File: config.mk
export PLATFORM = sky130hd
export DESIGN_NAME = sfba_queue
export DESIGN_NICKNAME = d
export VERILOG_FILES = /design/src/rtl/core/sfba_pkg.sv /design/src/rtl/core/sfba_queue.sv
export VERILOG_INCLUDE_DIRS = /design/src /design/src/rtl/core
export SDC_FILE = /design/constraint.sdc
export NUM_CORES = 1
export LEC_CHECK = 0
export BUFFER_PORTS_ARGS = -buffer_cell sky130_fd_sc_hd__buf_2
export CORE_ASPECT_RATIO = 1.5
export CORE_UTILIZATION = 38
export DETAILED_ROUTE_END_ITERATION = 12
export MAX_ROUTING_LAYER = met4
export PLACE_DENSITY = 0.66
export SLEW_MARGIN = 0
export SYNTH_ARGS = -nofsm -noshare
export SYNTH_HDL_FRONTEND = slang
export SYNTH_SLANG_ARGS = --single-unit
File: constraint.sdc
create_clock -name clk -period 4.22 [get_ports clk]
set_input_delay 0.422 -clock clk [delete_from_list [all_inputs] [get_ports clk]]
set_output_delay 0.422 -clock clk [all_outputs]
set_load 0.01 [all_outputs]
File: src/rtl/core/assert_macros.svh
// assertion macros shared by the allocator rtl
`ifndef ASSERT_MACROS_SVH
`define ASSERT_MACROS_SVH

// same-cycle implication under active-low reset
`define SFBA_ASSERT_NOW(label, clk, rst_n, ante, cons, msg) \
  label: assert property (@(posedge clk) disable iff (!rst_n) (ante) |-> (cons)) \
    else $error(msg);

// next-cycle implication under active-low reset
`define SFBA_ASSERT_NEXT(label, clk, rst_n, ante, cons, msg) \
  label: assert property (@(posedge clk) disable iff (!rst_n) (ante) |=> (cons)) \
    else $error(msg);

`endif

File: src/rtl/core/sfba_pkg.sv
// shared types and constants of the sequential fit allocator
package sfba_pkg;

  localparam int unsigned POLICY_W  = 2;
  localparam int unsigned COUNT_W   = 11;
  localparam int unsigned CFG_IDX_W = 1;
  localparam int unsigned CFG_W     = 11;
  localparam int unsigned IN_IDX_W  = 10;
  localparam int unsigned IN_SIZE_W = 16;

  localparam int unsigned QUEUE_DEPTH = 2;

  // configuration register indexes
  localparam logic [CFG_IDX_W-1:0] CFG_FIT_POLICY  = 1'd0;
  localparam logic [CFG_IDX_W-1:0] CFG_ENTRY_COUNT = 1'd1;

  localparam logic [COUNT_W-1:0] ENTRY_COUNT_RST = 11'd1024;

  // fit policies
  localparam logic [POLICY_W-1:0] POL_FIRST  = 2'd0;
  localparam logic [POLICY_W-1:0] POL_BEST   = 2'd1;
  localparam logic [POLICY_W-1:0] POL_WORST  = 2'd2;
  localparam logic [POLICY_W-1:0] POL_SPARE  = 2'd3;

  // item kinds
  localparam logic REQ_LOAD  = 1'b0;
  localparam logic REQ_ALLOC = 1'b1;

  typedef struct packed {
    logic [POLICY_W-1:0] fit_policy;
    logic [COUNT_W-1:0]  entry_count;
  } cfg_t;

  typedef struct packed {
    logic full;
    logic not_empty;
  } q_status_t;

  typedef enum logic [3:0] {
    B_IDLE  = 4'b0001,
    B_SCAN  = 4'b0010,
    B_DRAIN = 4'b0100,
    B_WRITE = 4'b1000
  } back_state_t;

endpackage

File: src/rtl/core/sfba_queue.sv
// small command queue between the front end and the back end
`include "assert_macros.svh"

module sfba_queue #(
  parameter int unsigned W = 27,
  localparam int unsigned PTR_W = $clog2(sfba_pkg::QUEUE_DEPTH),
  localparam int unsigned CNT_W = $clog2(sfba_pkg::QUEUE_DEPTH + 1)
) (
  input  logic                clk,
  input  logic                rst_n,
  input  logic                push_valid,
  input  logic [W-1:0]        push_data,
  input  logic                pop,
  output sfba_pkg::q_status_t status,
  output logic [W-1:0]        pop_data
);

  logic [W-1:0]     slot_r [sfba_pkg::QUEUE_DEPTH];
  logic [PTR_W-1:0] wr_ptr_r, wr_ptr_nxt;
  logic [PTR_W-1:0] rd_ptr_r, rd_ptr_nxt;
  logic [CNT_W-1:0] count_r, count_nxt;
  logic             push_ok;
  logic             pop_ok;

  assign status.full      = (count_r == CNT_W'(sfba_pkg::QUEUE_DEPTH));
  assign status.not_empty = (count_r != '0);
  assign push_ok  = push_valid && !status.full;
  assign pop_ok   = pop && status.not_empty;
  assign pop_data = slot_r[rd_ptr_r];

  always_comb begin
    wr_ptr_nxt = push_ok ? wr_ptr_r + PTR_W'(1) : wr_ptr_r;
    rd_ptr_nxt = pop_ok ? rd_ptr_r + PTR_W'(1) : rd_ptr_r;
    count_nxt  = count_r;
    if (push_ok && !pop_ok) begin
      count_nxt = count_r + CNT_W'(1);
    end else if (pop_ok && !push_ok) begin
      count_nxt = count_r - CNT_W'(1);
    end
  end

  always_ff @(posedge clk) begin
    if (!rst_n) begin
      wr_ptr_r <= '0;
      rd_ptr_r <= '0;
      count_r  <= '0;
    end else begin
      wr_ptr_r <= wr_ptr_nxt;
      rd_ptr_r <= rd_ptr_nxt;
      count_r  <= count_nxt;
    end
  end

  always_ff @(posedge clk) begin
    if (push_ok) begin
      slot_r[wr_ptr_r] <= push_data;
    end
  end

  `SFBA_ASSERT_NOW(a_q_count_bound, clk, rst_n, 1'b1, count_r <= CNT_W'(sfba_pkg::QUEUE_DEPTH), "queue count overflow")

endmodule

== After elaboration in Yosys (flattened, before gate mapping) ==
Memories as Yosys holds them, arrays and structs flattened. A register that Yosys moved wholly into a read port is not among the register bits.
Index checks and enable logic that the tools add are counted.

* Bits in registers: 4
* Memory bits (writable): 54
* Input port bits: 31
* Output and inout port bits: 29
* Logic and storage cells: 24
* Memories kept: 1

{| class="wikitable"
|+ Memory list
! name !! words !! bits a word !! rd ports !! clocked after Yosys merged registers in !! write ports !! line !! source
|-
| slot_r || 2 || 27 || 1 || 1 || 1 || sfba_queue.sv:18 || <nowiki>logic [W-1:0] slot_r [sfba_pkg::QUEUE_DEPTH];</nowiki>
|}

* Add/sub/neg operators: 4
* Equal/unequal tests: 1
* Multiplexer cells: 6
* Reduce and logical (&&, ||, !) cells: 9

{| class="wikitable"
|+ Operators by type and width
! cell !! count
|-
| $logic_and 1x1->1 || 4
|-
| $mux 1 || 4
|-
| $mux 2 || 2
|-
| $reduce_bool 2->1 || 2
|-
| $logic_not 1->1 || 3
|-
| $add 1x1->1 const B || 2
|-
| $add 2x1->2 const B || 1
|-
| $eq 2x2->1 const B || 1
|-
| $sub 2x1->2 const B || 1
|}

== Depth between registers and ports, before layout ==
* Depth after elaboration: 7
* Mapped depth: 7
* Mapped depth without buffers: 7

== Worst setup path after synthesis ==
No wires, ideal clock.

* Kind: reg2reg
* From: register count_r[0]
* To: memory slot_r[0][0] (enable)
* Setup time: 408 ps
* Arrival time: 1698 ps
* Required time: 3812 ps
* Setup slack: 2114 ps
* Cell stages (with the launch flop): 4
* Path buffers: 0
* Clock period less this slack: 2106 ps
* Path through: dfxtp_1 nand2b_1 inv_2 nor3_2

{| class="wikitable"
|+ RTL lines
! what !! line !! source
|-
| start: declaration || sfba_queue.sv:21 || <nowiki>logic [CNT_W-1:0] count_r, count_nxt;</nowiki>
|-
| start signal: assignment || sfba_queue.sv:50 || <nowiki>count_r <= count_nxt;</nowiki>
|-
| end: declaration || sfba_queue.sv:18 ||
|}

==> out/summary.txt <==
status: complete, no violations
Sequential Area: 1720 µm²
via/cell ratio: 4.61
total gr overflow: 0
Synth area leaders: edfxtp_1 (74%), mux2_2 (14%), dfxtp_1 (4.6%)
Area Growth Syn to Fin: 24.4%
MaxCap Viol Count: 0
worst clock skew: 2.53 ps
IO buf count: 59
power density cells: 582 nW/µm²
pin count of the biggest net entering global routing: 28
Main synth FF type: edfxtp_1
synthesized area: 2180 µm²
Multi-input gate area: 439 µm²
H-Tree Depth: 3
fillers: 466
Die Footprint: 6060 µm²
switching share of total power: 0.275
clock sink total: 59
Worst-path clk slew: 60 ps
Setup CP Type: flip-flop to output port
Worst-Skew Late Latency: 320 ps
die extent in y: 94.8 µm
vias in the first global route: 1228
Final Hold Viols: 0
Setup TNS Final: 0 ps
wirelength, routed: 3510 µm
Core ar.: 5490 µm²
CP max-delay cell: dfxtp_1
Remaining DRCs: 0
Post-Syn Instances: 109
first-pass GRT wire length: 5660 µm
crit-path cells: mux2_2 -> buf_2
P_sw: 0.000435 W
total global-route track usage: 0.136
EDFF count, synth: 54
io pins: 60
CTS tree: built
Reg power frac: 0.507
top-area cell type share of the netlist area: 0.743
Initial DRT Pass Iterations: 4
Startpoint Class: flip-flop
Rows: 33
die width: 63.9 µm
wire length per cell: 13.9 µm
CP endpoint kind: output port
clock buffer count from CTS: 9
#FFs+latches synth: 59
synth warn: 0
Clock Tree Buf Depth: 2
Critical Path AT: 2010 ps
Mean Syn Cell Area: 20.0 µm²
area leader, netlist: edfxtp_1
max incr delay on CP: 1110 ps
Gate power share: 0.248
Final GP Congestion: 0.679
layout cells sized above 1: 0.560
Slew HR: 0.202
initial core utilization: 0.397
root buffer cell: clkbuf_8
initial antenna violation count: 0
total number of vias: 1162
Least-Margin Pin Slew: 1200 ps
n_diodes: 0
Detailed Place HPWL: 2380 µm
Clock Power Share: 0.245
CP bufs+invs: 1
fin crit period: 2440 ps
final worst-path cycle share: 0.577
Hold Path Class: input pin to flip-flop
synth unique cells: 22
Setup Fix Bufs, Post-CTS: 0
PnR worst setup slack: 1780 ps
sequential area share after synthesis: 0.789
share of synthesized registers carrying an async set or reset: 0
largest delay contributor family on the critical path: flip-flops
crit-path max FO: 27
Final Max Slew Viols: 0
Internal Power: 0.00114 W
CP required: 3800 ps
Lkg Pwr: 1.03 nW
Post-Syn Nets: 141
Final Setup Violations: 0
Fmax: 410 MHz
RSZ-0062 raised after global routing: no
pre-CTS WS: 2060 ps
Worst VDD drop: 324 µV
# nets final: 210
CTS Hold Buffers Added: 0
DRT antenna net count: 0
DR iter-0 viols: 42
Post-CTS Resized: 0
Yosys cell counts, drive strengths merged, types with 2 or more instances:
cell type and instances:
xnor2 2, a21boi 2, edfxtp 54, mux2 27
and2 3, buf 3, o21ai 2, inv 2
dfxtp 5
worst register-to-register path, cell delays in order, from the launching register on:
cell,delay [ps]
dfxtp_1,420
nand2b_1,200
inv_2,70
nor2_1,110
ha_1,270
or3_1,350
a21boi_1,140
power by group through the flow:
stage	Sequential (W)	Combinational (W)	Clock (W)
CTS	0.000804	0.000402	0.000403
global placement	0.000807	0.000385	0
finish	0.000800	0.000392	0.000386
floorplan	0.000770	0.000288	0
global route	0.000814	0.000428	0.000426
detailed placement	0.000815	0.000400	0
per-layer routing:
metal,vias up,part of all wire,GRT usage
li1,556,-,-
met1,546,0.38,0.137
met3,9,0.075,0.0374
met4,0,0.020,0.0909
met5,-,0,-
met2,51,0.53,0.227
final cells by class:
class,count,area share
sequential,59,0.634
clock buffer,10,0.0470
multi-input combinational,45,0.162
inverter,2,0.00276
tap,70,0.0323
timing repair buffer,61,0.114
clock inverter,5,0.00783
placed cells by master, fill, tap and decap left out, drive strengths merged:
cell type	instances
and2	3
clkinv	5
mux2	27
ha	1
buf	61
or2	1
a21boi	2
o21ai	2
nor3	1
nand2b	1
nor2	1
inv	2
edfxtp	54
o21a	1
dfxtp	5
xor2	1
clkbuf	10
or3	1
xnor2	2
and3	1
per-stage QoR:
| stage | total power [W] | hold WS [ps] | instance area, µm² | std cells | utilization |
|---|---|---|---|---|---|
| floorplan | 0.00106 | 479 | 2180 | 109 | - |
| global placement | 0.00119 | 491 | 2570 | 237 | 0.467 |
| detailed placement | 0.00121 | 532 | 2570 | 237 | 0.467 |
| CTS | 0.00161 | 273 | 2720 | 252 | 0.494 |
| global route | 0.00167 | 278 | 2720 | 252 | 0.494 |
| finish | 0.00158 | 290 | 2720 | 252 | 0.494 |
final timing paths:
| path | from | endpoint | slack, ps | cells past startpoint |
|---|---|---|---|---|
| worst max-delay path | flip-flop | pop_data[21] | 1780 | 2 |
| worst min-delay path | push_data[22] | slot_r[1][22]$_DFFE_PP_ | 290 | 1 |
| worst max register to register | count_r[0]$_SDFFE_PN0P_ | count_r[1]$_SDFFE_PN0P_ | 2600 | 6 |
| worst min register to register | count_r[1]$_SDFFE_PN0P_ | count_r[1]$_SDFFE_PN0P_ | 550 | 2 |
cells by family (layout without fill, tap and decap cells):
kind of cell,count (synthesis),after routing,synth area share
flops,59,59,0.789
mux,27,27,0.139
simple gates,9,9,0.0264
compound gates,5,5,0.0149
buf+inv,5,78,0.0126
xor+xnor,3,3,0.0120
fa+ha+maj,1,1,0.00573
state kept, by name, summed over array words and instances (netlist names), named ones only:
signal    cells
count_r       2
rd_ptr_r      1
slot_r       54
wr_ptr_r      1
Note: power is estimated with default switching activity, not from simulation.
