--- src/rtl/core/assert_macros.svh ---
// assertion macros shared by the allocator rtl
`ifndef ASSERT_MACROS_SVH
`define ASSERT_MACROS_SVH

// same-cycle implication under active-low reset
`define SFBA_ASSERT_NOW(label, clk, rst_n, ante, cons, msg) \
  label: assert property (@(posedge clk) disable iff (!rst_n) (ante) |-> (cons)) \
    else $error(msg);

// next-cycle implication under active-low reset
`define SFBA_ASSERT_NEXT(label, clk, rst_n, ante, cons, msg) \
  label: assert property (@(posedge clk) disable iff (!rst_n) (ante) |=> (cons)) \
    else $error(msg);

`endif

--- src/rtl/core/sfba_pkg.sv ---
// shared types and constants of the sequential fit allocator
package sfba_pkg;

  localparam int unsigned POLICY_W  = 2;
  localparam int unsigned COUNT_W   = 11;
  localparam int unsigned CFG_IDX_W = 1;
  localparam int unsigned CFG_W     = 11;
  localparam int unsigned IN_IDX_W  = 10;
  localparam int unsigned IN_SIZE_W = 16;

  localparam int unsigned QUEUE_DEPTH = 2;

  // configuration register indexes
  localparam logic [CFG_IDX_W-1:0] CFG_FIT_POLICY  = 1'd0;
  localparam logic [CFG_IDX_W-1:0] CFG_ENTRY_COUNT = 1'd1;

  localparam logic [COUNT_W-1:0] ENTRY_COUNT_RST = 11'd1024;

  // fit policies
  localparam logic [POLICY_W-1:0] POL_FIRST  = 2'd0;
  localparam logic [POLICY_W-1:0] POL_BEST   = 2'd1;
  localparam logic [POLICY_W-1:0] POL_WORST  = 2'd2;
  localparam logic [POLICY_W-1:0] POL_SPARE  = 2'd3;

  // item kinds
  localparam logic REQ_LOAD  = 1'b0;
  localparam logic REQ_ALLOC = 1'b1;

  typedef struct packed {
    logic [POLICY_W-1:0] fit_policy;
    logic [COUNT_W-1:0]  entry_count;
  } cfg_t;

  typedef struct packed {
    logic full;
    logic not_empty;
  } q_status_t;

  typedef enum logic [3:0] {
    B_IDLE  = 4'b0001,
    B_SCAN  = 4'b0010,
    B_DRAIN = 4'b0100,
    B_WRITE = 4'b1000
  } back_state_t;

endpackage

--- src/rtl/core/sfba_front.sv ---
// front end: accepts items, drops out-of-range loads and packs commands for the queue
module sfba_front #(
  parameter int unsigned TABLE_DEPTH = 1024,
  parameter int unsigned SIZE_BITS   = 16,
  localparam int unsigned IDX_W      = $clog2(TABLE_DEPTH),
  localparam int unsigned CMD_W      = 1 + IDX_W + SIZE_BITS
) (
  input  logic                               in_valid,
  output logic                               in_stall,
  input  logic                               in_req_type,
  input  logic [sfba_pkg::IN_IDX_W-1:0]      in_entry_index,
  input  logic [sfba_pkg::IN_SIZE_W-1:0]     in_entry_size,
  input  logic [sfba_pkg::IN_SIZE_W-1:0]     in_request_size,
  input  sfba_pkg::q_status_t                q_status,
  output logic                               push_valid,
  output logic [CMD_W-1:0]                   push_data
);

  logic [31:0]          idx32;
  logic [31:0]          size32;
  logic                 is_req;
  logic                 load_ok;
  logic [IDX_W-1:0]     idx;
  logic [SIZE_BITS-1:0] val;

  assign is_req  = (in_req_type == sfba_pkg::REQ_ALLOC);
  assign idx32   = 32'(in_entry_index);
  assign load_ok = idx32 < 32'(TABLE_DEPTH);
  assign idx     = idx32[IDX_W-1:0];
  // loads carry the entry size, requests the asked size
  assign size32  = is_req ? 32'(in_request_size) : 32'(in_entry_size);
  assign val     = size32[SIZE_BITS-1:0];

  assign in_stall   = q_status.full;
  assign push_valid = in_valid && (is_req || load_ok);
  assign push_data  = {is_req, idx, val};

endmodule

--- config.mk ---
export PLATFORM = sky130hd
export DESIGN_NAME = sfba_front
export DESIGN_NICKNAME = d
export VERILOG_FILES = /design/src/rtl/core/assert_macros.svh /design/src/rtl/core/sfba_pkg.sv /design/src/rtl/core/sfba_front.sv
export SDC_FILE = /design/constraint.sdc
export NUM_CORES = 1
export LEC_CHECK = 0
export BUFFER_PORTS_ARGS = -buffer_cell sky130_fd_sc_hd__buf_2
export CORE_UTILIZATION = 25
export DETAILED_ROUTE_END_ITERATION = 16
export PLACE_DENSITY = 0.82
export SYNTH_ARGS = -nofsm -noshare
export SYNTH_HDL_FRONTEND = slang
export SYNTH_SLANG_ARGS = --single-unit
--- constraint.sdc ---
create_clock -name vclk -period 1
set_input_delay 0.2 -clock vclk [all_inputs]
set_output_delay 0.2 -clock vclk [all_outputs]
set_load 0.02 [all_outputs]
# Word-level counts from Yosys, hierarchy flattened
# Cells that the tools add are included.
dict set report classes {
  reduce_logical 2
  mux 1
  n_lt_le_gt_ge 1
}
# cell count
set ops {}
lappend ops {{16-bit 2-to-1 mux} 1}
lappend ops {{10-bit by 11-bit < comparator with 1-bit output (second input constant)} 1}
lappend ops {{1-bit logical AND} 1}
lappend ops {{1-bit logical OR} 1}
dict set report word_totals {
  input_bits 46
  reg_bits 0
}

# Logic depth before layout (Yosys ltp)
# Gate-level depths: netlist (run 1).
dict set report depth {
  depth_word 3
  mapped_depth 3
}

# Worst setup path before layout (run 1)
# OpenSTA, ideal clock, no wires.
dict set report synth_path {
  path_type {input to output}
  start {input in_req_type}
  end {output push_data[0]}
  setup_slack_ns 0.016
  cell_stages 3
  n_path_buf 2
  required_ns 0.800
  arrival_ns 0.784
  cell_sequence {buf_6 -> buf_12 -> mux2_4}
}
dict set report synth_between {
  elab_chain_len 1
}
# element line
set synth_rtl {}
lappend synth_rtl {{from (decl)} sfba_front.sv:10} ;# input logic in_req_type,
lappend synth_rtl {{16-bit 2-to-1 mux} sfba_front.sv:31} ;# assign size32 = is_req ? 32'(in_request_size) : 32'(in_entry_size);
lappend synth_rtl {{to (decl)} sfba_front.sv:16} ;# output logic [CMD_W-1:0] push_data
# No other way between the ends.

# Final worst setup path (run 1)
dict set report layout_path {
  start {input in_req_type}
  end {output push_data[5]}
}
# The elaborated chain is that of the path after synthesis.

==> metrics.csv, run 1 <==
metric;value;unit
Hold Slack;400;ps
Inst Count DP;83;
Starting Density;0.266;
Power Density;570;nW/um^2
Final nets;117;
setup ws final;-76.0;ps
first-pass GRT wire length;1.13;mm
cell mode on critical path;buf_6;
Inserted Diodes;0;
Synth Area in Adders;0;
violated checks;negative setup slack;
fin crit share;1.08;
area grow syn2layout;97.1;%
critical path class;primary input to output pin;
Antenna Violating Nets Remaining;0;
largest family of logic cells by synthesized area;multiplexers;
Residual DRC;0;
Fin Setup TNS;-1100;ps
Vias;357;
minimum clock period;1080;ps
Post-Synth Simple-Gate Area;0;
Reg area;0;um^2
Routed WL per cell;11.2;um
crit-path cells;buf_12 > buf_6 > mux2_4 > buf_6;
Die X;39.2;um
fin cells;84;
slowest stage delay, CP;300;ps
Unique masters post-synth;5;
Ports;75;
clk_buf instances;0;
cell accounting for the most synthesized area;mux2_4;
RePlAce Congestion;0.698;
Max Cap Viol;0;
RSZ-0062 raised after global routing;yes;
post-synthesis compound-gate area fraction;0;
Final Hold Vio Count;0;
type of element capturing the critical path;output pin;
share of cells above drive strength 1;1.00;
Die H;39.2;um
P_leak;0.396;nW
Die Area;1540;um^2
syn nets;77;
GRT overflow;0;
IO Port Bufs;50;
vias in the first global route;282;
mux share of post-synthesis cell area;0.628;
drt first pass iters;2;
gr usage total;0.104;
Core Area;1300;um^2
total power;0.000390;W
Peak VDD IR;0.232;mV
largest cells by area after synthesis;mux2_4 43%, buf_4 28%, mux2_2 19%;
Gate Count Post-Synth;31;
Syn Area/Cell;11.2;um^2
initial antenna violation count;0;
family with the most delay on the worst path;buffers and inverters;
Vias per Instance;4.25;
Max FO, Critical Path;6;
Critical Path Slowest Stage Cell;mux2_4;
Hold Path Class;primary input to output pin;
Startpoint Class;primary input;
commonest non-fill, non-tap cell in the layout;buf_2;
count of final setup violators;16;
DRT iter0 DRCs;1;
fin util;0.525;
slew of the pin with the lowest slew margin;109;ps
sequential share of the synthesized area;0;
overall routed net length;942;um
num sequential;0;
largest net degree at the start of global routing;7;
commonest non-fill, non-tap cells in the layout;33 x buf_2, 17 x buf_6, 16 x mux2_4, 2 x buf_12, 1 x buf_16;
Worst Path Arrival;880;ps
site row count;13;
synth warn;0;
Post-Syn Area;347;um^2
status;finished, violations left;
Synth Area in XOR/XNOR;0;
worst path required time;800;ps
post-synth top area share;0.433;
Buf+Inv Stages, Crit Path;3;
highest clock rate;929;MHz
Final Max Tran Viols;0;
Slew headroom;0.928;
==> routing by layer <==
layer,track usage,vias to the layer above,part of all wire
met3,0.0289,0,0.16
met2,0.204,42,0.51
met1,0.115,145,0.33
met4,0,0,0
met5,0,-,0
li1,-,170,-
==> final cells by class <==
| class | count | area (um^2) |
|---|---|---|
| repair buffers | 53 | 424 |
| fillers | 124 | 618 |
| well taps | 15 | 18.8 |
| multi-input cells | 16 | 240 |
==> cell families after synthesis <==
group and count (synthesis):
buf+inv 15, mux 16
==> synth_stat cells <==
library cell / n
buf_12: 1
buf_4: 13
buf_6: 1
mux2_2: 6
mux2_4: 10
==> per-stage QoR <==
step | setup WS (ps) | instance area (um^2)
2_1_floorplan | 15.7 | 347
3_3_place_gp | -146 | 514
3_5_place_dp | -166 | 514
4_1_cts | -77.4 | 683
5_1_grt | -89.0 | 683
6_report | -76.0 | 683
==> power by group <==
| group | leakage, nW | internal, W | switching [W] | total, W |
|---|---|---|---|---|
| clock network | 0 | 0 | 0 | 0 |
| logic | 0.396 | 0.000243 | 0.000147 | 0.000390 |
| registers | 0 | 0 | 0 | 0 |
==> repair_timing <==
item,in CTS,in global routing
gates cloned,1,0
resized for setup,44,0
endpoints found under the setup margin,16,16
setup buffers,0,0
hold buffers,0,0
==> final timing paths <==
check | start | to | cells past startpoint | slack [ps]
max | in_req_type | push_data[5] | 4 | -80
min | q_status[1] | in_stall | 0 | 400
(Power assumes the default switching activity.)
==> inputs of run 2 (changes only) <==
clock period = 1.1 ns   (was 1 ns; I/O delays follow)
==> metrics.csv, run 2 (synthesis gave the netlist of run 1 again) <==
metric;value;unit
status;finished, violations left;
violated checks;negative setup slack;
share of cells above drive strength 1;1.00;
slowest stage delay, CP;300;ps
cell mode on critical path;buf_12;
Inserted Diodes;0;
worst path required time;880;ps
commonest non-fill, non-tap cells in the layout;33 x buf_2, 16 x mux2_4, 16 x buf_6, 2 x buf_12;
IO Port Bufs;50;
fin crit share;1.01;
routed length on met2;491;um
Slew headroom;0.926;
Hold Path Class;primary input to output pin;
DRT iter0 DRCs;0;
highest clock rate;900;MHz
Peak VDD IR;0.218;mV
Vias per Instance;4.27;
type of element capturing the critical path;output pin;
Vias;359;
GRT overflow;0;
largest net degree at the start of global routing;7;
Core Area;1300;um^2
Starting Density;0.266;
gr usage total;0.108;
Startpoint Class;primary input;
RSZ-0062 raised after global routing;yes;
Setup WS pre-CTS;-97.7;ps
Routed WL per cell;10.8;um
family with the most delay on the worst path;buffers and inverters;
total length of routed met3 wires;135;um
crit-path cells;buf_12 > buf_12 > mux2_4 > buf_6;
commonest non-fill, non-tap cell in the layout;buf_2;
site row count;13;
post-route cell area;687;um^2
Die X;39.2;um
first-pass GRT wire length;1.15;mm
DP HPWL;683;um
Buf+Inv Stages, Crit Path;3;
num sequential;0;
minimum clock period;1110;ps
setup ws final;-11.2;ps
Worst Path Arrival;890;ps
Power Density;518;nW/um^2
Max FO, Critical Path;6;
Antenna Violating Nets Remaining;0;
area grow syn2layout;98.2;%
overall routed net length;909;um
Post-Place Cell Area;514;um^2
Final nets;117;
Ports;75;
Max Cap Viol;0;
Critical Path Slowest Stage Cell;mux2_4;
critical path class;primary input to output pin;
Die H;39.2;um
Final Max Tran Viols;0;
drt first pass iters;1;
clk_buf instances;0;
total power;0.000356;W
P_leak;0.397;nW
setup repair bufs after CTS;0;
initial antenna violation count;0;
RePlAce Congestion;0.689;
count of final setup violators;16;
Top Metal Used;met3;
Fin Setup TNS;-120;ps
vias in the first global route;280;
DRT met1 WL;282;um
Die Area;1540;um^2
slew of the pin with the lowest slew margin;111;ps
Final Hold Vio Count;0;
Reg area;0;um^2
Hold Slack;440;ps
Residual DRC;0;
CTS Hold Buffers Added;0;
-- run 2: cell types whose count changed in the layout (fill, tap and decap cells not counted) --
cell / previous run / this run
buf_8: 0 / 1
buf_6: 17 / 16
-- run 2: final timing paths --
kind / from / endpoint / slack (ps) / cells past startpoint
worst min-delay path: q_status[1] / in_stall / 440 / 0
worst max-delay path: in_req_type / push_data[15] / -10 / 4
-- run 2: area by class of cell --
type               instances  area (um^2)
fillers                  126          614
multi-input cells         16          240
well taps                 15         18.8
repair buffers            53          428
-- run 2: timing repair --
item,CTS,global route
pin swaps,0,0
resized for setup,44,1
gates cloned,1,0
endpoints found under the setup margin,16,16
-- run 2: power by group --
group,internal (W),total [W],leakage [nW],switching (W)
clock network,0,0,0,0
registers,0,0,0,0
logic,0.000222,0.000356,0.397,0.000134
total,0.000222,0.000356,0.397,0.000134
-- run 2: per-layer routing --
metal  vias up  track usage
met1       146        0.115
met4         0            0
li1        171            -
met5         -            0
met3         0       0.0231
met2        42        0.221
-- run 2: through the flow --
stage,utilization,instances
finish,0.528,84
global route,0.528,84
CTS,0.525,84
detailed placement,0.395,83
global placement,0.395,83
floorplan,-,31
